===== src/rtl/assert_macros.svh =====
// assertion helpers shared by the rtl files
`ifndef ASSERT_MACROS_SVH
`define ASSERT_MACROS_SVH

// clocked check, off while reset is high
`define XBT_ASSERT(lbl, clk, rst, prop, msg) \
  lbl: assert property (@(posedge clk) disable iff (rst) prop) else $error(msg);

// clocked implication, off while reset is high
`define XBT_ASSERT_IMP(lbl, clk, rst, pre, post, msg) \
  lbl: assert property (@(posedge clk) disable iff (rst) (pre) |-> (post)) else $error(msg);

`endif


===== src/rtl/xbt_pkg.sv =====
package xbt_pkg;

  localparam int VALUE_BITS    = 32;
  localparam int NODE_CAPACITY = 4096;
  localparam int COUNT_BITS    = 20;
  localparam int NODE_W        = $clog2(NODE_CAPACITY);
  localparam int FREE_W        = NODE_W + 1;
  localparam int LVL_W         = $clog2(VALUE_BITS);
  localparam int OP_W          = 3;
  localparam int IN_W          = 56;
  localparam int OUT_W         = 56;

  typedef logic [NODE_W-1:0]     node_t;
  typedef logic [COUNT_BITS-1:0] cnt_t;
  typedef logic [VALUE_BITS-1:0] value_t;

  typedef struct packed {
    node_t l1;
    node_t l0;
    cnt_t  cnt;
  } rec_t;

  typedef enum logic [OP_W-1:0] {
    OP_INSERT  = 3'd0,
    OP_ERASE   = 3'd1,
    OP_COUNT   = 3'd2,
    OP_XOR_ALL = 3'd3,
    OP_KTH     = 3'd4,
    OP_MIN_XOR = 3'd5,
    OP_MAX_XOR = 3'd6,
    OP_SIZE    = 3'd7
  } opcode_t;

  typedef enum logic [1:0] {
    ST_OK        = 2'd0,
    ST_NOT_FOUND = 2'd1,
    ST_EMPTY     = 2'd2,
    ST_FULL      = 2'd3
  } status_t;

  typedef enum logic [3:0] {
    S_IDLE,
    S_CHECK,
    S_FIND,
    S_FIND_W,
    S_REWIND,
    S_MOD,
    S_MOD_W,
    S_LEAF,
    S_SEL,
    S_SEL_W,
    S_SEL_R,
    S_DONE
  } state_t;

  typedef enum logic [3:0] {
    CMD_NONE,
    CMD_LOAD,
    CMD_CHECK,
    CMD_RD_P,
    CMD_FIND_MISS,
    CMD_FOLLOW,
    CMD_REWIND,
    CMD_MOD,
    CMD_MOD_NEXT,
    CMD_LEAF,
    CMD_DECIDE,
    CMD_SEL_NEXT,
    CMD_PUSH
  } cmd_t;

  typedef struct packed {
    opcode_t op;
    logic    early;
    logic    plink_zero;
    logic    lvl_zero;
    logic    pool_short;
    logic    rd_cnt_zero;
    logic    take;
    logic    nlink_zero;
    logic    out_free;
  } dp_status_t;

  function automatic node_t link_of(rec_t r, logic b);
    return b ? r.l1 : r.l0;
  endfunction

endpackage


===== src/rtl/xbt_ctrl.sv =====
`include "assert_macros.svh"

module xbt_ctrl (
  input  logic                clk,
  input  logic                rst,
  input  logic                in_valid,
  output logic                in_ready,
  input  xbt_pkg::dp_status_t st,
  output xbt_pkg::cmd_t       cmd
);
  import xbt_pkg::*;

  state_t state;
  state_t state_next;

  always_ff @(posedge clk) begin
    if (rst) begin
      state <= S_IDLE;
    end else begin
      state <= state_next;
    end
  end

  always_comb begin
    state_next = state;
    case (state)
      S_IDLE: begin
        if (in_valid) state_next = S_CHECK;
      end
      S_CHECK: begin
        if (st.early) begin
          state_next = S_DONE;
        end else if (st.op == OP_KTH || st.op == OP_MIN_XOR || st.op == OP_MAX_XOR) begin
          state_next = S_SEL;
        end else begin
          state_next = S_FIND;
        end
      end
      S_FIND: begin
        if (!st.plink_zero) begin
          state_next = S_FIND_W;
        end else if (st.op == OP_INSERT && !st.pool_short) begin
          state_next = S_REWIND;
        end else begin
          state_next = S_DONE;
        end
      end
      S_FIND_W: begin
        if (!st.lvl_zero) begin
          state_next = S_FIND;
        end else if (st.op == OP_INSERT) begin
          state_next = S_REWIND;
        end else if (st.op == OP_ERASE && !st.rd_cnt_zero) begin
          state_next = S_REWIND;
        end else begin
          state_next = S_DONE;
        end
      end
      S_REWIND: state_next = S_MOD;
      S_MOD:    state_next = S_MOD_W;
      S_MOD_W: begin
        state_next = st.lvl_zero ? S_LEAF : S_MOD;
      end
      S_LEAF: state_next = S_DONE;
      S_SEL:  state_next = S_SEL_W;
      S_SEL_W: begin
        if (st.nlink_zero) begin
          state_next = S_DONE;
        end else if (st.take) begin
          state_next = st.lvl_zero ? S_DONE : S_SEL;
        end else begin
          state_next = S_SEL_R;
        end
      end
      S_SEL_R: begin
        state_next = st.lvl_zero ? S_DONE : S_SEL;
      end
      S_DONE: begin
        if (st.out_free) state_next = S_IDLE;
      end
      default: state_next = S_IDLE;
    endcase
  end

  always_comb begin
    cmd      = CMD_NONE;
    in_ready = 1'b0;
    case (state)
      S_IDLE: begin
        in_ready = 1'b1;
        if (in_valid) cmd = CMD_LOAD;
      end
      S_CHECK:  cmd = CMD_CHECK;
      S_FIND:   cmd = st.plink_zero ? CMD_FIND_MISS : CMD_RD_P;
      S_FIND_W: cmd = CMD_FOLLOW;
      S_REWIND: cmd = CMD_REWIND;
      S_MOD:    cmd = CMD_MOD;
      S_MOD_W:  cmd = CMD_MOD_NEXT;
      S_LEAF:   cmd = CMD_LEAF;
      S_SEL:    cmd = CMD_RD_P;
      S_SEL_W:  cmd = CMD_DECIDE;
      S_SEL_R:  cmd = CMD_SEL_NEXT;
      S_DONE: begin
        if (st.out_free) cmd = CMD_PUSH;
      end
      default: cmd = CMD_NONE;
    endcase
  end

  `XBT_ASSERT_IMP(a_push_free, clk, rst, cmd == CMD_PUSH, st.out_free, "push into full output")

endmodule


===== config.mk =====
export PLATFORM = sky130hd
export DESIGN_NAME = xbt_ctrl
export DESIGN_NICKNAME = d
export VERILOG_FILES = /design/src/rtl/xbt_pkg.sv /design/src/rtl/xbt_ctrl.sv
export VERILOG_INCLUDE_DIRS = /design/src /design/src/rtl
export SDC_FILE = /design/constraint.sdc
export NUM_CORES = 1
export LEC_CHECK = 0
export BUFFER_PORTS_ARGS = -buffer_cell sky130_fd_sc_hd__buf_4
export CAP_MARGIN = 25
export CORE_AREA = 2 2 39 41
export CTS_BUF_LIST = sky130_fd_sc_hd__clkbuf_16
export DETAILED_ROUTE_END_ITERATION = 16
export DIE_AREA = 0 0 41 43
export PLACE_DENSITY_LB_ADDON = 0.25
export SYNTH_ARGS = -nofsm -noshare
export SYNTH_HDL_FRONTEND = slang
export SYNTH_SLANG_ARGS = --single-unit

===== constraint.sdc =====
create_clock -name clk -period 2.15 [get_ports clk]
set_input_delay 0.1075 -clock clk [delete_from_list [all_inputs] [get_ports clk]]
set_output_delay 0.1075 -clock clk [all_outputs]
set_load 0.1 [all_outputs]

== Word level (Yosys, flattened, before mapping) ==
Cells that the tools add are included.
Widths: inputs -> output; s select.

* Bits in registers: 4
* Word-level logic and storage cells: 46

* Equal/unequal tests: 17
* Multiplexer cells: 19
* Reduce and logical (&&, ||, !) cells: 9

{| class="wikitable"
|+ Operators by type and width
! operator !! number
|-
| $pmux 4 s12 || 2
|-
| $mux 4 || 10
|-
| $eq 4x3->1 const B || 4
|-
| $eq 4x4->1 const B || 4
|-
| $eq 3x3->1 const B || 3
|-
| $eq 4x2->1 const B || 2
|-
| $mux 2 || 4
|-
| $eq 4x1->1 const B || 1
|-
| $logic_not 4->1 || 1
|-
| $ne 2x2->1 const B || 2
|-
| $eq 3x1->1 const B || 1
|-
| $logic_not 3->1 || 1
|-
| $mux 3 || 1
|-
| $logic_and 1x1->1 || 2
|-
| $logic_not 1->1 || 2
|-
| $logic_or 1x1->1 || 2
|-
| $mux 1 || 2
|-
| $reduce_and 2->1 || 1
|}

== Longest topological paths before layout ==
* Depth in word-level cells: 6
* Gate-level depth with buffers: 6

== Least setup slack after synthesis ==
Ideal clock, no wire load.

* Path kind: register to register
* Start: reg state[1]
* End: reg state[1]
* Arrival time: 4.010 ns
* Setup slack: -2.003 ns
* Cell stages (with the launch flop): 4
* Buffers on the path: 0
* Path through: dfxtp_1 -> nor4_1 -> a221o_1 -> a41oi_1

* Cells in the longest elaborated chain, start to end: 3

{| class="wikitable"
|+ RTL lines
! element !! RTL line !! source
|-
| from (decl) || xbt_ctrl.sv:13 || <nowiki>state_t state;</nowiki>
|-
| from (signal assigned) || xbt_ctrl.sv:20 || <nowiki>state <= state_next;</nowiki>
|-
| $eq 4x4->1 / $logic_not 4->1 (equally long branches) || xbt_ctrl.sv:26 || <nowiki>case (state)</nowiki>
|-
| $ne 2x2->1 (no line) || - ||
|-
| $reduce_and 2->1 (no line) || - ||
|}

Parallel ways exist; a longest one is shown, timed or not.
A chain may end at the register's enable or synchronous reset.

== Final worst setup path ==
* Start: reg state[3]
* End: out cmd[0]

* Cells in the longest elaborated chain, start to end: 2

{| class="wikitable"
|+ RTL lines
! element !! RTL line !! source
|-
| $eq 4x4->1 (tied with other cells) || xbt_ctrl.sv:88 || <nowiki>case (state)</nowiki>
|-
| $pmux 4 s12 * || xbt_ctrl.sv:88 ||
|-
| to (decl) || xbt_ctrl.sv:9 || <nowiki>output xbt_pkg::cmd_t cmd</nowiki>
|}

Mark *: on every way between the ends. The rest lies on a longest branch, timed or not.

==> metrics.cfg <==
[global_routing]
grt_pass1_wl_mm = 2.79
grt_remaining_overflow = 0
antenna_found_initial = 0
grt_start_max_net_pins = 20
grt_pass1_vias = 642
grt.total_usage_pct = 22.3

[drt]
drc_errors = 0
firstDrtPassIters = 4
drt_iter0_drc = 19
detail_route.wirelength_mm = 1.68
antenna_left = 0
via_per_inst = 6.31
wl_per_cell_um = 14.3
dr_total_vias = 745

[clocking]
cts-root-buf = clkbuf_16
clk_pin_slew_ps = 30
clockBufferDepth = 2
post_cts_buffers = 0
htree_levels = 1
post_cts_resized = 0
cts_tree = yes
clk_latency_ps = 220
cts_buffers = 3
cts_num_sinks = 4
cts_hold_buf = 0

[synth]
synth-main-ff-cell = dfxtp_1
ys_warn_count = 0
ys_types = 35
ys_seq_area_share_pct = 13.8
syn-num-nets = 99
async_reset_ff_share_pct = 0
avgSynthCellArea_um2 = 6.82
syn_inst = 85
ys_seq_elements = 4
synth_area_um2 = 579
synth_edf_count = 0

[finish]
final_layout_size_suffix_gt1_share_pct = 32.4
final_cell_mix = 21 x buf_4, 10 x nand2_1, 8 x a21oi_1
largest_reg_flops = 4
nFillCells = 133
antenna_cells = 0
regMostFlops = state
fin_nets = 118
syn2layout_area_growth_pct = 43.6
final_common_cell = buf_4
reg.largest.list = state: 4 flops

[timing]
period_share_pct = 88.8
setup_violations = 0
final_hold_viol_count = 0
slew-limit-headroom_pct = 58.7
worstMarginPinSlew_ps = 619
fmaxAchievable_mhz = 524
worst_clock_skew_ps = 1.16
min_period_ps = 1910
rsz0062_at_grt = no
final.setup.tns_ps = 0
slew_violations = 0

[status]
status = finished clean

[power_and_ir_drop]
peakVddDrop_uv = 1300
fin_total_pwr_w = 0.00151
p_per_area_nw_per_um2 = 1820
p_leak_nw = 0.327

[critical_path]
arrival_ps = 1800
crit_chain = nor2b_1, a21oi_1, nor2_1, a221oi_2, buf_4
start_kind = flip-flop
regToRegStartpoint = state[0]$_SDFFE_PP0P_
critPathMaxStageDelay_ps = 700
end_kind = output port
cp_max_fo = 19
crit_path_start = state[3]$_SDFFE_PP0P_
criticalPathCategory = flip-flop to output port
reg2reg_slack_ps = 470
cpMaxStageDelayCell = dfxtp_1
crit_required_ps = 2040

[placement]
routabilityCongestion = 0.882
hpwl_mm = 1.27
portBuffers = 18

[die]
die_w_um = 41
initial_core_util_pct = 41.9
num_rows = 14
die_area_um2 = 1760
chipHeight_um = 43
io_pins = 19
core_area_um2 = 1380

[min_path]
hold_path.class = input port to flip-flop
min_from = rst

[job]
drv_cap = 0

metal layers:
| layer | vias to the layer above | share of wire (%) | track usage, % |
|---|---|---|---|
| met5 | - | 0 | 0 |
| met4 | 0 | 0.53 | 6.00 |
| met3 | 2 | 5.5 | 1.57 |
| met2 | 34 | 49 | 34.7 |
| met1 | 345 | 45 | 31.7 |
| li1 | 364 | - | - |
worst max-delay path, delay by kind of cell, from the launching register on:
family / cells / cell delay [ps]
DFF: 1 / 700
AOI/OAI and AO/OA: 2 / 350
buffers and inverters: 1 / 320
and+or+nand+nor: 2 / 190
cell type report:
| cell class | count | area (um^2) | share of cell area, % |
|---|---|---|---|
| sequential | 4 | 80.1 | 9.62 |
| inverter | 4 | 15.0 | 1.80 |
| clock buffer | 3 | 75.1 | 9.02 |
| multi-input combinational | 70 | 484 | 58.2 |
| tap | 16 | 20.0 | 2.41 |
| timing repair buffer | 21 | 158 | 18.9 |
per-stage QoR:
stage | hold slack, ps | util [%] | worst slack [ps] | instances | instance area, um^2
after floorplan | 176 | - | -249 | 85 | 614
after global placement | 306 | 54.7 | 493 | 115 | 757
after detailed placement | 299 | 54.7 | 469 | 115 | 757
after CTS | 70.7 | 60.1 | 263 | 118 | 832
after global routing | 78.5 | 60.1 | 118 | 118 | 832
final | 72.9 | 60.1 | 241 | 118 | 832
power breakdown:
group	leakage, nW	switching (W)	internal, W
combinational	0.257	0.000705	0.000315
clock	0.0370	0.0000496	0.000237
sequential	0.0329	0.000104	0.000101
total	0.327	0.000859	0.000654
Yosys cell counts (2+ instances only):
cell type	instances	area, um^2
nor2_1	5	18.8
dfxtp_1	4	80.1
a41oi_1	2	17.5
nand2_1	10	37.5
buf_2	7	35.0
nand2b_1	6	37.5
a21oi_1	8	40.0
nor2b_1	5	31.3
a311o_1	2	20.0
nor3_1	2	10.0
a31oi_1	4	25.0
inv_1	4	15.0
o21ai_0	3	15.0
o22ai_1	2	12.5
logic make-up (layout without fill, tap and decap cells):
| kind of cell | after synthesis | count (layout) | synth area share, % |
|---|---|---|---|
| multiplexers | 1 | 1 | 1.73 |
| buffers and inverters | 11 | 28 | 8.64 |
| AND/OR/NAND/NOR | 33 | 33 | 29.6 |
| flip-flops | 4 | 4 | 13.8 |
| AO/OA/AOI/OAI | 36 | 36 | 46.2 |
worst paths after layout:
kind / endpoint / depth (start not counted)
worst max-delay path: cmd[0] / 5
worst min-delay path: state[2]$_SDFFE_PP0P_ / 2
worst min register to register: state[0]$_SDFFE_PP0P_ / 4
worst max register to register: state[2]$_SDFFE_PP0P_ / 5
Note: power is estimated with default switching activity, not from simulation.
